## src/hw/rtl/vm_data_memory_rmw_alu_macros.svh

```systemverilog
// Assertion macros for the VM data memory RMW block.
// Depends on nothing; included by RTL files that check their own logic.
`ifndef VM_DATA_MEMORY_RMW_ALU_MACROS_SVH
`define VM_DATA_MEMORY_RMW_ALU_MACROS_SVH

// Implication check under the active-low reset.
`define VMD_ASSERT_IMPL(lbl, clk_s, rst_s, ante, cons) \
    lbl: assert property (@(posedge clk_s) disable iff (!rst_s) (ante) |-> (cons)) \
        else $error("assertion failed");

// Next-cycle implication check under the active-low reset.
`define VMD_ASSERT_NEXT(lbl, clk_s, rst_s, ante, cons) \
    lbl: assert property (@(posedge clk_s) disable iff (!rst_s) (ante) |=> (cons)) \
        else $error("assertion failed");

`endif

```

## src/hw/rtl/vmd_pkg.sv

```systemverilog
// Package for the VM data memory RMW block: beat types, mode and status codes.
// Depends on nothing.
package vmd_pkg;

    localparam int MEM_BYTES   = 4096;
    localparam int STORE_WORDS = (MEM_BYTES + 7) / 8;
    localparam int WIDX_W      = $clog2(STORE_WORDS);
    localparam int WCNT_W      = $clog2(STORE_WORDS + 1);

    localparam logic [3:0] MODE_READ  = 4'd0;
    localparam logic [3:0] MODE_WRITE = 4'd1;
    localparam logic [3:0] MODE_ADD   = 4'd2;
    localparam logic [3:0] MODE_SUB   = 4'd3;
    localparam logic [3:0] MODE_MUL   = 4'd4;
    localparam logic [3:0] MODE_DIV   = 4'd5;
    localparam logic [3:0] MODE_REM   = 4'd6;
    localparam logic [3:0] MODE_OR    = 4'd7;
    localparam logic [3:0] MODE_XOR   = 4'd8;
    localparam logic [3:0] MODE_AND   = 4'd9;
    localparam logic [3:0] MODE_SHR   = 4'd10;
    localparam logic [3:0] MODE_SHL   = 4'd11;

    localparam logic [1:0] ST_OK    = 2'd0;
    localparam logic [1:0] ST_DIVZ  = 2'd1;
    localparam logic [1:0] ST_RANGE = 2'd2;

    typedef struct packed {
        logic [3:0]  mode;
        logic        word_access;
        logic [19:0] location;
        logic [63:0] operand;
    } req_t;

    typedef struct packed {
        logic [63:0] data;
        logic [1:0]  status;
    } rsp_t;

endpackage

```

## src/hw/rtl/vmd_divider.sv

```systemverilog
// Radix-2 restoring divider, one quotient bit per cycle.
// Depends on vmd_pkg.
module vmd_divider
    import vmd_pkg::*;
(
    input  logic        clk,
    input  logic        rst_n,
    input  logic        go,
    input  logic [63:0] dividend,
    input  logic [63:0] divisor,
    output logic        done,
    output logic [63:0] quotient,
    output logic [63:0] remainder
);

    logic [6:0]  cnt_reg, cnt_next;
    logic        run_reg, run_next;
    logic [63:0] q_reg, q_next, r_reg, r_next, d_reg, d_next;
    logic [64:0] trial;

    always_comb
    begin
        cnt_next = cnt_reg;
        run_next = run_reg;
        q_next   = q_reg;
        r_next   = r_reg;
        d_next   = d_reg;
        trial    = {r_reg, q_reg[63]} - {1'b0, d_reg};
        done     = 1'b0;
        if (go)
        begin
            run_next = 1'b1;
            cnt_next = 7'd64;
            q_next   = dividend;
            r_next   = '0;
            d_next   = divisor;
        end
        else if (run_reg)
        begin
            if (cnt_reg == 7'd0)
            begin
                run_next = 1'b0;
                done     = 1'b1;
            end
            else
            begin
                cnt_next = cnt_reg - 7'd1;
                if (!trial[64])
                begin
                    r_next = trial[63:0];
                    q_next = {q_reg[62:0], 1'b1};
                end
                else
                begin
                    r_next = {r_reg[62:0], q_reg[63]};
                    q_next = {q_reg[62:0], 1'b0};
                end
            end
        end
    end

    always_ff @(posedge clk or negedge rst_n)
    begin
        if (!rst_n)
        begin
            run_reg <= 1'b0;
            cnt_reg <= '0;
        end
        else
        begin
            run_reg <= run_next;
            cnt_reg <= cnt_next;
        end
    end

    always_ff @(posedge clk)
    begin
        q_reg <= q_next;
        r_reg <= r_next;
        d_reg <= d_next;
    end

    assign quotient  = q_reg;
    assign remainder = r_reg;

endmodule

```

## config.mk

```make
export PLATFORM = sky130hd
export DESIGN_NAME = vmd_divider
export DESIGN_NICKNAME = d
export VERILOG_FILES = /design/src/hw/rtl/vm_data_memory_rmw_alu_macros.svh /design/src/hw/rtl/vmd_pkg.sv /design/src/hw/rtl/vmd_divider.sv
export SDC_FILE = /design/constraint.sdc
export NUM_CORES = 1
export LEC_CHECK = 0
export BUFFER_PORTS_ARGS = -buffer_cell sky130_fd_sc_hd__buf_4
export CORE_ASPECT_RATIO = 0.5
export CORE_MARGIN = 5
export CORE_UTILIZATION = 38
export DETAILED_ROUTE_END_ITERATION = 16
export PLACE_DENSITY_LB_ADDON = 0.12
export SKIP_CTS_REPAIR_TIMING = 1
export SYNTH_ARGS = -nofsm -noshare
export SYNTH_HDL_FRONTEND = slang
export SYNTH_SLANG_ARGS = --single-unit
export TNS_END_PERCENT = 30
```

## constraint.sdc

```tcl
create_clock -name clk -period 4.2 [get_ports clk]
set_clock_uncertainty 0.1 [all_clocks]
set_input_delay 0.84 -clock clk [delete_from_list [all_inputs] [get_ports clk]]
set_output_delay 0.84 -clock clk [all_outputs]
set_load 0.05 [all_outputs]
```

* Yosys cells after proc, flatten, opt, wreduce, memory -nomap -nowiden
Index checks and enable logic that the tools add are counted.
** Operators by class
- Muxes and demuxes :: 14
- Bitwise operators :: 1
- Eq/ne operators :: 1
- Add/sub/neg operators :: 2
- Reductions and logical operators :: 4
** Operators by type and width (number)
- two-way mux 64 bit :: 4
- subtractor 65 x 64 -> 65 bit :: 1
- two-way mux 7 bit :: 3
- logical NOT 7 bit :: 1
- two-way mux 1 bit :: 7
- subtractor 7 x 1 -> 7 bit (second input constant) :: 1
- AND reduction 2 bit :: 2
- != test 2 bit (second input constant) :: 1
- nonzero test 2 bit :: 1
- inverter 1 bit :: 1
** Storage, ports and cells
- Word-level logic and storage cells :: 27
- Output and inout port bits :: 129
- Input bits :: 131
- Flip-flop bits (word level) :: 200

* Logic depth before layout (Yosys ltp)
- Depth after elaboration :: 5
- Gate-level depth with buffers :: 16
- Gate-level depth less buffers :: 13

* Worst setup path after synthesis
No wires, ideal clock.
- Path kind :: register to register
- Start point :: register q_reg[63], in the netlist quotient[63]
- End point :: register r_reg[63], in the netlist remainder[63]
- Buffers on the path :: 2
- Required time :: 3984 ps
- Library setup time :: 116 ps
- Period minus slack after synthesis :: 3654 ps
- Cell stages (with the launch flop) :: 16
- Path slack :: 546 ps
- Arrival :: 3438 ps
- Cells stage by stage :: edfxtp_1 > inv_1 > ha_1 > fa_1 > nand2b_1 > a21o_1 > a31oi_1 > o21ai_1 > a21oi_1 > o31ai_1 > and2_4 > o311a_1 > buf_6 > buf_6 > a32o_1 > a31o_1
** On the way
- Cells in the longest elaborated chain, start to end :: 2
** Ends and longest elaborated chain
- start, declared :: RTL line vmd_divider.sv:18 : logic [63:0] q_reg, q_next, r_reg, r_next, d_reg, d_next;
- start signal, assigned :: RTL line vmd_divider.sv:78 : q_reg <= q_next;
- subtractor 65 x 64 -> 65 bit :: RTL line vmd_divider.sv:28 : trial = {r_reg, q_reg[63]} - {1'b0, d_reg};
- two-way mux 64 bit :: RTL line vmd_divider.sv:48 : if (!trial[64])
- end signal, assigned :: RTL line vmd_divider.sv:79 : r_reg <= r_next;
- end, declared :: RTL line vmd_divider.sv:18
No other way between the ends.
A chain may end at the register's enable or synchronous reset.

* Worst setup path in the final report
- Start point :: register q_reg[63], in the netlist quotient[63]
- End point :: register q_reg[0], in the netlist quotient[0] (data pin)
** On the way
- Cells in the longest elaborated chain, start to end :: 5
** Ends and longest elaborated chain
- subtractor 65 x 64 -> 65 bit :: RTL line vmd_divider.sv:28
- two-way mux 1 bit :: RTL line vmd_divider.sv:48
- two-way mux 64 bit :: RTL line vmd_divider.sv:40 : if (cnt_reg == 7'd0)
- two-way mux 64 bit :: RTL line vmd_divider.sv:38 : else if (run_reg)
- two-way mux 64 bit :: RTL line vmd_divider.sv:30 : if (go)
- via q_next[0] :: RTL line vmd_divider.sv:18
The timed path passes the listed nets, and every way through them passes these cells. The select of a mux whose other input is x is not followed.

==> flow_metrics.py <==
metrics = {
    "outcome": {
        "status": "completed",
    },
    "placed_design": {
        "gp_congestion": 0.876,
        "port_buffers": 259,
        "dp_hpwl_mm": 23.7,
        "placedCellCount": 1753,
        "placed_cell_area_um2": 13900,
    },
    "setup_path": {
        "slowest_delay_ns": 0.41,
        "cp.arrival_ns": 3.93,
        "r2r_slack_ns": 0.43,
        "path_max_fanout": 36,
        "worstSetupPathType": "flip-flop to flip-flop",
        "start_kind": "flip-flop",
        "crit_family": "compound AO/OA/AOI/OAI gates",
        "endpoint_kind": "flip-flop",
        "worstPathRequired_ns": 4.35,
        "worstPathCellList": "inv_1 -> ha_1 -> fa_1 -> nand2b_1 -> a21o_1 -> a31oi_1 -> o21ai_1 -> a21oi_1 -> o31ai_1 -> and2_4 -> o311a_4 -> buf_12 -> o21ai_0",
        "crit_buf_inv": 2,
        "cp_slowest_cell": "fa_1",
    },
    "hold_path": {
        "hold_class": "input port to asynchronous set/reset pin",
    },
    "route": {
        "avgViaCountPerCell": 5.25,
        "wirelength_mm": 31.1,
        "drc": 0,
        "drt_iter0_markers": 499,
        "dr.pass1.iters": 5,
        "num_vias": 9377,
        "ant_nets": 0,
        "wl_per_cell_um": 17.4,
    },
    "cells_and_area": {
        "design_area_um2": 14500,
        "layout.cells.non_filler": 1785,
        "multi_input_area_um2": 5720,
        "drive_above_1_share_pct": 27.1,
        "fin_util_pct": 48.1,
        "n_antenna_cell": 0,
        "final_nets": 1571,
        "syn_to_final_growth_pct": 24.9,
        "num-fill-cells": 2813,
        "seq_area_um2": 5330,
    },
    "global_routing": {
        "grt_usage_pct": 17.8,
        "grt_pass1_wl_mm": 50.3,
        "grt_remaining_overflow": 0,
        "grt_max_degree": 74,
        "grt_pass1_vias": 9614,
        "antenna_found_initial": 0,
    },
    "yosys": {
        "yosysTopAreaCellShare_pct": 33.0,
        "ys_seq_area_share_pct": 45.8,
        "yosysUniqueCellTypes": 73,
        "ys_top_cells_by_area": "edfxtp_1 (33%), dfxtp_1 (11%), ha_1 (7.1%), mux2_2 (6.1%), mux2i_1 (4.1%)",
        "synth_async_sr_flop_share_pct": 4.00,
        "ys_ff_latch": 200,
        "yosys_warnings": 0,
        "syn_avg_cell_area_um2": 10.2,
        "syn_nets": 1338,
        "yosysTopAreaCell": "edfxtp_1",
        "syn_inst": 1140,
        "synth_ff_type": "edfxtp_1",
        "synthTopCellsByCount": "edfxtp_1 (128), nand2_1 (105), o21ai_0 (90)",
        "yosysMostFrequentCell": "edfxtp_1",
        "synth_edf_count": 128,
        "netlist_area_um2": 11600,
    },
    "floorplanning": {
        "core_area_um2": 30200,
        "ios": 260,
        "chipWidth_um": 257,
        "row_count": 45,
        "start_util_pct": 38.5,
        "dieHeight_um": 134,
        "dieArea_um2": 34400,
    },
    "timing": {
        "finalSetupTns_ns": 0,
        "tightest_slew_ns": 0.918,
        "timing.fmax_ghz": 0.265,
        "fin_crit_sh_pct": 89.8,
        "period_needed_ns": 3.77,
        "setup_viol": 0,
        "grt_setup_unrepaired": "no",
        "final_hold_viol_count": 0,
        "slew_headroom_pct": 38.8,
        "slew_viol_final": 0,
    },
    "power": {
        "leakagePower_nw": 6.66,
        "peakVddDrop_uv": 276,
        "powerDensity_nw_per_um2": 401,
    },
    "clocking": {
        "clock-sinks": 200,
        "clk-insertion-delay-late_ns": 0.46,
        "cts_made_buffers": 17,
        "cts-root-buf": "clkbuf_16",
        "cts_buffer_depth": 2,
        "cts_tree": "done",
        "clk_pin_slew_ns": 0.09,
        "htreeDepth": 4,
    },
    "run": {
        "max_cap_viol_count": 0,
    },
}
==> layout by cell type, fill, tap and decap left out, drive strengths merged, types with 46 or more instances in the layout <==
master and count:
mux2 63, buf 269, nand2 105, edfxtp 128, mux2i 48, ha 66
dfxtp 64, nor2 46, inv 92, a21oi 75, o21ai 91
==> power breakdown <==
part,internal (mW),leakage [nW],switching [mW]
registers,2.38,1.92,0.133
logic,0.548,4.45,1.09
clock network,0.805,0.291,0.864
==> metal layers <==
metal  wire length [um]  share of wire, %  GRT usage, %
met1              14200                46          23.1
met2              14500                47          29.6
met3               2050               6.6          5.57
met4                331               1.1          4.00
met5                  0                 0             0
==> stage by stage <==
stage / hold WS, ns / power (mW) / setup WS [ns]
4_1_cts: 0.0508 / 5.90 / 0.433
2_1_floorplan: 0.378 / 3.65 / 0.546
3_3_place_gp: 0.390 / 4.19 / 0.517
6_report: 0.0824 / 5.83 / 0.426
3_5_place_dp: 0.399 / 4.21 / 0.473
5_1_grt: 0.0526 / 6.10 / 0.224
==> final timing paths <==
path | startpoint | to | cells past startpoint
worst max-delay path | quotient[63] | quotient[0] | 13
worst min-delay path | rst_n | cnt_reg[3] | 1
worst max register to register | quotient[63] | quotient[0] | 13
worst min register to register | remainder[9] | remainder[9] | 2
max in group asynchronous | rst_n | cnt_reg[0] | 1
min in group clk | remainder[9] | remainder[9] | 2
==> cells by family after synthesis <==
family	after synthesis	synth area share, %
AND/OR/NAND/NOR	247	10.1
XOR/XNOR	65	4.89
buffers and inverters	144	5.26
flip-flops	200	45.8
AO/OA/AOI/OAI	306	16.5
multiplexers	111	10.2
adder cells (fa/ha/maj)	67	7.27
==> final cells by class <==
type,count,share of cell area (%)
Clock buffer,17,2.93
Clock inverter,15,1.27
Inverter,89,2.30
Multi-Input combinational cell,796,39.4
Sequential cell,200,36.6
Tap cell,399,3.43
Timing Repair Buffer,269,14.1
Note: power is estimated with default switching activity, not from simulation.
