### config.mk
export PLATFORM = sky130hd
export DESIGN_NAME = vmd_multiplier
export DESIGN_NICKNAME = d
export VERILOG_FILES = /design/src/hw/rtl/vm_data_memory_rmw_alu_macros.svh /design/src/hw/rtl/vmd_pkg.sv /design/src/hw/rtl/vmd_multiplier.sv
export SDC_FILE = /design/constraint.sdc
export NUM_CORES = 2
export LEC_CHECK = 0
export ABC_AREA = 1
export BUFFER_PORTS_ARGS = -buffer_cell sky130_fd_sc_hd__buf_2
export CORE_MARGIN = 2
export CORE_UTILIZATION = 54
export DETAILED_ROUTE_END_ITERATION = 12
export GPL_TIMING_DRIVEN = 0
export PLACE_DENSITY = 0.8
export RECOVER_POWER = 25
export SLEW_MARGIN = 20
export SYNTH_ARGS = -nofsm -noshare
export SYNTH_HDL_FRONTEND = slang
export SYNTH_SLANG_ARGS = --single-unit
### constraint.sdc
create_clock -name clk -period 10.1 [get_ports clk]
set_clock_uncertainty 0.2 [all_clocks]
set_input_delay 1.01 -clock clk [delete_from_list [all_inputs] [get_ports clk]]
set_output_delay 1.01 -clock clk [all_outputs]
set_load 0.005 [all_outputs]
### src/hw/rtl/vm_data_memory_rmw_alu_macros.svh
// Assertion macros for the VM data memory RMW block.
// Depends on nothing; included by RTL files that check their own logic.
`ifndef VM_DATA_MEMORY_RMW_ALU_MACROS_SVH
`define VM_DATA_MEMORY_RMW_ALU_MACROS_SVH

// Implication check under the active-low reset.
`define VMD_ASSERT_IMPL(lbl, clk_s, rst_s, ante, cons) \
    lbl: assert property (@(posedge clk_s) disable iff (!rst_s) (ante) |-> (cons)) \
        else $error("assertion failed");

// Next-cycle implication check under the active-low reset.
`define VMD_ASSERT_NEXT(lbl, clk_s, rst_s, ante, cons) \
    lbl: assert property (@(posedge clk_s) disable iff (!rst_s) (ante) |=> (cons)) \
        else $error("assertion failed");

`endif

### src/hw/rtl/vmd_pkg.sv
// Package for the VM data memory RMW block: beat types, mode and status codes.
// Depends on nothing.
package vmd_pkg;

    localparam int MEM_BYTES   = 4096;
    localparam int STORE_WORDS = (MEM_BYTES + 7) / 8;
    localparam int WIDX_W      = $clog2(STORE_WORDS);
    localparam int WCNT_W      = $clog2(STORE_WORDS + 1);

    localparam logic [3:0] MODE_READ  = 4'd0;
    localparam logic [3:0] MODE_WRITE = 4'd1;
    localparam logic [3:0] MODE_ADD   = 4'd2;
    localparam logic [3:0] MODE_SUB   = 4'd3;
    localparam logic [3:0] MODE_MUL   = 4'd4;
    localparam logic [3:0] MODE_DIV   = 4'd5;
    localparam logic [3:0] MODE_REM   = 4'd6;
    localparam logic [3:0] MODE_OR    = 4'd7;
    localparam logic [3:0] MODE_XOR   = 4'd8;
    localparam logic [3:0] MODE_AND   = 4'd9;
    localparam logic [3:0] MODE_SHR   = 4'd10;
    localparam logic [3:0] MODE_SHL   = 4'd11;

    localparam logic [1:0] ST_OK    = 2'd0;
    localparam logic [1:0] ST_DIVZ  = 2'd1;
    localparam logic [1:0] ST_RANGE = 2'd2;

    typedef struct packed {
        logic [3:0]  mode;
        logic        word_access;
        logic [19:0] location;
        logic [63:0] operand;
    } req_t;

    typedef struct packed {
        logic [63:0] data;
        logic [1:0]  status;
    } rsp_t;

endpackage

### src/hw/rtl/vmd_multiplier.sv
// 64x64 low-half multiplier from three 32x32 partial products over cycles.
// Depends on vmd_pkg.
module vmd_multiplier
    import vmd_pkg::*;
(
    input  logic        clk,
    input  logic        rst_n,
    input  logic        go,
    input  logic [63:0] a,
    input  logic [63:0] b,
    output logic        done,
    output logic [63:0] product
);

    logic [2:0]  ph_reg, ph_next;
    logic [63:0] a_reg, b_reg, acc_reg, acc_next;
    logic [31:0] ma, mb;
    logic [63:0] pp_reg;

    always_comb
    begin
        ph_next  = ph_reg;
        acc_next = acc_reg;
        ma       = a_reg[31:0];
        mb       = b_reg[31:0];
        done     = 1'b0;
        case (ph_reg)
            3'd1: begin ma = a_reg[31:0];  mb = b_reg[31:0]; end
            3'd2: begin ma = a_reg[63:32]; mb = b_reg[31:0]; end
            3'd3: begin ma = a_reg[31:0];  mb = b_reg[63:32]; end
            default: begin ma = a_reg[31:0]; mb = b_reg[31:0]; end
        endcase
        case (ph_reg)
            3'd2: acc_next = pp_reg;
            3'd3: acc_next = acc_reg + {pp_reg[31:0], 32'd0};
            3'd4: acc_next = acc_reg + {pp_reg[31:0], 32'd0};
            default: acc_next = acc_reg;
        endcase
        if (go)
        begin
            ph_next = 3'd1;
        end
        else if (ph_reg == 3'd5)
        begin
            ph_next = 3'd0;
            done    = 1'b1;
        end
        else if (ph_reg != 3'd0)
        begin
            ph_next = ph_reg + 3'd1;
        end
    end

    always_ff @(posedge clk or negedge rst_n)
    begin
        if (!rst_n)
        begin
            ph_reg <= '0;
        end
        else
        begin
            ph_reg <= ph_next;
        end
    end

    always_ff @(posedge clk)
    begin
        if (go)
        begin
            a_reg <= a;
            b_reg <= b;
        end
        pp_reg  <= 64'(ma) * 64'(mb);
        acc_reg <= acc_next;
    end

    assign product = acc_reg;

endmodule

* Yosys cells after proc, flatten, opt, wreduce, memory -nomap -nowiden
Index checks and enable logic that the tools add are counted.
Operators by class: shift operators 0, bitwise logic cells 0, multipliers 1, multiplexer cells 8, equal/unequal tests 4, add/sub/neg operators 2, reduce and logical (&&, ||, !) cells 4, $lt $le $gt $ge 0, divide/modulo/power cells 0
Operator list (count):
- one-hot mux 64 bit (2 select lines) | 1
- adder 64 bit | 1
- multiplier 32 x 32 -> 64 bit | 1
- two-way mux 32 bit | 2
- two-way mux 3 bit | 3
- == test 3 x 2 -> 1 bit, second input constant | 2
- == test 3 bit, second input constant | 2
- nonzero test 3 bit | 2
- adder 3 x 1 -> 3 bit, second input constant | 1
- two-way mux 1 bit | 2
- nonzero test 2 bit | 1
- OR reduction 2 bit | 1
Storage, ports and cells: bits in writable memories 0, latch bits 0, output and inout bits 65, bits in read-only memories 0, bits in registers 259, logic and storage cells 24, memories kept 0, input port bits 131

* Logic depth before layout (Yosys ltp)
word-level depth 4, mapped depth 39, depth with buffers taken out 37

* Worst setup path before layout
No wires, ideal clock.
path type reg-to-reg, start register ph_reg[2], end register pp_reg[63], data required time 9.788 ns, slack 2.549 ns, arrival 7.239 ns, buffers on the path 3, period minus slack after synthesis 7.551 ns, setup time 0.112 ns, stages on the path, launching flop included 33, cell sequence dfrtp_1 > inv_1 > ha_1 > buf_2 > buf_2 > o21ai_1 > clkinv_1 > buf_2 > nor2_1 > fa_1 > fa_1 > fa_1 > inv_1 > fa_1 > inv_1 > fa_1 > inv_1 > fa_1 > inv_1 > fa_1 > inv_1 > fa_1 > inv_1 > ha_1 > nand2_1 > nor2_1 > nand2_1 > nor3_1 > nand2_1 > nand2_1 > nand2_1 > nand3_1 > nand2_1
On the way: word-level cells in the longest chain between the ends 3, elaborated cells between the ends (all ways) 5, classes of those cells mul (1); eq/ne (2); mux (2)
Ends and longest elaborated chain:
- start: declaration | line vmd_multiplier.sv:15 | logic [2:0] ph_reg, ph_next;
- start signal: assignment | line vmd_multiplier.sv:62 | ph_reg <= ph_next;
- == test 3 x 2 -> 1 bit | line vmd_multiplier.sv:27 | case (ph_reg)
- two-way mux 32 bit | line vmd_multiplier.sv:27
- multiplier 32 x 32 -> 64 bit (*) | line vmd_multiplier.sv:73 | pp_reg <= 64'(ma) * 64'(mb);
- end signal: assignment | line vmd_multiplier.sv:73
- end: declaration | line vmd_multiplier.sv:18 | logic [63:0] pp_reg;
Every way passes the cells marked *; elsewhere a longest branch is shown, timed or not. A chain may end at the register's enable or synchronous reset.

* Worst setup path after layout
start register ph_reg[2], end register pp_reg[35]
Same word-level chain as after synthesis.

==> summary.md <==
| Metric | Value |
|---|---|
| Final Hold Fails | `0` |
| Mapped Avg Cell Area | `8.25 um2` |
| Reg clk slew, reported paths | `0.07 ns` |
| Worst setup EP type | `register` |
| Drt drc | `0` |
| Initial DRC Count | `between 4000 and 5000` |
| Hold Path Class | `reg -> reg` |
| Largest net degree at the start of global routing | `slightly above 90` |
| Vias per cell | `around 5.6` |
| Startpoint types | `register` |
| Chip width | `a little under 300 um` |
| Total core area | `just over 80000 um2` |
| Global-route wire length before repair | `240000 um` |
| Fin util | `58.8%` |
| FF+latch area | `7120 um2` |
| Finish-stage setup viols | `0` |
| NumNets Final | `7000` |
| Fin. max-slew vios | `0` |
| DR pass1 iterations | `6` |
| Post-Place Setup Slack | `roughly 0.069 ns` |
| Cell row count | `105` |
| Root Buffer | `clkbuf_16` |
| PnR worst setup slack | `about 0.10 ns` |
| Buf/Inv on CP | `11` |
| Slew Limit Headroom | `between 10% and 20%` |
| Die span in y | `292 um` |
| Fraction of layout cells with a size suffix above 1 | `7.42%` |
| GPL Wtd Cong | `~1.1` |
| Footprint of the multi-input gates | `~32000 um2` |
| Clock sink count | `between 200 and 300` |
| Top achievable clock speed | `100 MHz` |
| Cell Area, Placed | `roughly 47000 um2` |
| Vias in the first global route | `between 30000 and 40000` |
| # IOs | `about 200` |
| Die ar. | `around 86000 um2` |
| Crit-path max FO | `10` |
| Buffers on Ports | `195` |
| CP Class | `reg -> reg` |
| Routed WL per cell | `approximately 24 um` |
| Via Count | `approximately 38000` |
| GRT Total Usage | `39.0%` |
| Sequential share of the synthesized area | `between 15 and 20%` |
| Design area | `slightly below 50000 um2` |
| Post-synth top flop | `edfxtp_1` |
| H-Tree Depth | `1` |
| Worst path required time | `approximately 10 ns` |
| Overflow after GRT | `0` |
| Period Utilization, post-route | `between 90% and 100%` |
| Crit-path slowest cell | `clkbuf_1` |
| CTS Buffer Depth | `3` |
| Least-Margin Pin Slew | `about 1.3 ns` |
| Post-synth cell types | `36` |
| DP HPWL | `between 100000 and 150000 um` |
| Clock latency on the worst-skew pair | `roughly 0.63 ns` |
| Routed Antenna Nets | `0` |
| Layout Area Growth over Synthesis | `7.62%` |
| TritonCTS clock tree | `yes` |
| EDFF count, synth | `approximately 190` |
| Initial Util | `between 50% and 60%` |
| Asr flop ratio synth | `1.16%` |
| Cts bufs inserted | `27` |
| Minimum clock period | `~10 ns` |
| Initial antenna violation count | `8` |
| Cells after synthesis | `about 5400` |
| Wirelength, routed | `roughly 160000 um` |
| Max-cap viol count | `0` |
| Setup TNS | `0 ns` |
| Crit path DAT | `between 10 and 15 ns` |
| Critical Path Max Stage Delay | `about 0.93 ns` |
| Synth Register Bits | `around 260` |
| Mapped Area | `44900 um2` |
| Outcome | `complete, no violations` |
| Layout filler cell count | `between 7000 and 8000` |
| YS warnings | `0` |
| RSZ-0062 raised after global routing | `true` |
| Top Family by Delay on Critical Path | `adder cells` |
| Net count after synthesis | `6770` |
-- logic make-up after synthesis --
| family | share of synthesized area, % |
|---|---|
| AO/OA/AOI/OAI | 2.17 |
| XOR/XNOR | 0.975 |
| adder cells (fa/ha/maj) | 48.2 |
| buffers and inverters | 13.2 |
| flip-flops | 15.9 |
| AND/OR/NAND/NOR | 19.6 |
-- worst reg2reg max path, delay by kind of cell, from the launching register on --
family,cells,cell delay [ns]
adders and majority gates,10,4.75
and+or+nand+nor,7,1.06
buffers and inverters,11,2.51
DFF,1,0.46
xor gates and xnor gates,1,0.39
AOI/OAI and AO/OA,1,0.49
-- path summary, 6_finish.rpt --
check | start | endpoint | slack, ns | cells after the start
worst max-delay path | ph_reg[2]$_DFFE_PN0P_ | pp_reg[35]$_DFF_P_ | 0.10 | 30
worst min-delay path | pp_reg[58]$_DFF_P_ | product[58]$_DFFE_PP_ | 0.30 | 2
worst max register to register | ph_reg[2]$_DFFE_PN0P_ | pp_reg[35]$_DFF_P_ | 0.10 | 30
worst min register to register | pp_reg[58]$_DFF_P_ | product[58]$_DFFE_PP_ | 0.30 | 2
max in group asynchronous | rst_n | ph_reg[0]$_DFFE_PN0P_ | 9.01 | 2
min in group asynchronous | rst_n | ph_reg[1]$_DFFE_PN0P_ | 0.54 | 2
-- layout make-up --
cell class	count	area share (%)
buffer	174	1.73
clock buffer	31	1.53
clock inverter	19	0.409
tap	1070	2.77
multi-input combinational	3652	66.0
sequential	259	14.7
timing repair buffer	203	2.22
antenna	5	0.0259
inverter	1360	10.6
-- metrics by stage --
step,cells,hold slack (ns)
floorplan,5447,0.271
global placement,6712,0.282
detailed placement,6715,0.287
CTS,6766,0.303
global route,6769,0.327
finish,6773,0.303
-- cell usage in the layout (no fill, tap or decap), types with 2 or more instances in the layout --
cell type	n
buf_1	4
or2_2	32
o21ai_4	11
buf_6	10
diode_2	5
xor2_1	35
o21bai_1	13
inv_1	1327
bufinv_16	2
o21ai_0	32
ha_1	295
clkinv_4	3
nor4_1	5
or2_1	3
clkbuf_8	3
nand3b_1	7
clkinv_2	4
nor2_1	748
inv_6	2
o21ai_1	16
a21oi_1	62
nand2_1	1320
edfxtp_1	192
dfxtp_1	64
nand3_1	93
nand4_1	15
a31oi_1	2
o21ai_2	20
nor3_1	25
xnor2_1	15
inv_2	23
dfrtp_1	3
buf_4	13
clkbuf_1	87
clkinv_1	11
buf_2	258
clkbuf_2	2
fa_1	897
clkinvlp_4	4
clkbuf_16	28
-- layer usage --
layer,share of wire [%],global-route usage (%)
met1,36,49.3
met5,0,0
met4,9.5,28.0
met2,42,57.9
met3,12,10.7
-- Yosys cell counts (5+ instances only) --
cell	instances	area (um2)
nor4_1	5	31.3
ha_1	295	3690
buf_4	8	60.1
xnor2_1	15	131
buf_6	8	90.1
nor3_1	25	125
inv_2	20	75.1
dfxtp_1	64	1280
clkinv_1	12	45.0
nand2_1	1321	4960
clkbuf_1	87	327
edfxtp_1	192	5770
or2_2	32	200
nand3_1	93	465
o21ai_4	9	146
buf_2	71	355
xor2_1	35	307
nor2_1	748	2810
o21ai_2	13	114
inv_1	1328	4980
o21ai_1	21	105
o21bai_1	13	97.6
nand4_1	15	93.8
o21ai_0	36	180
nand3b_1	7	52.6
fa_1	897	18000
a21oi_1	62	310
-- what timing repair did --
| action | CTS | global route |
|---|---|---|
| hold buffers | 1 | 0 |
| setup endpoints to repair | 0 | 28 |
| buffers inserted | 0 | 4 |
| resized for setup | 0 | 15 |
| endpoints found under the hold margin | 3 | 0 |
Power is not shown: default switching activity piles up to over one toggle a cycle in this logic, so the estimate is an artifact.
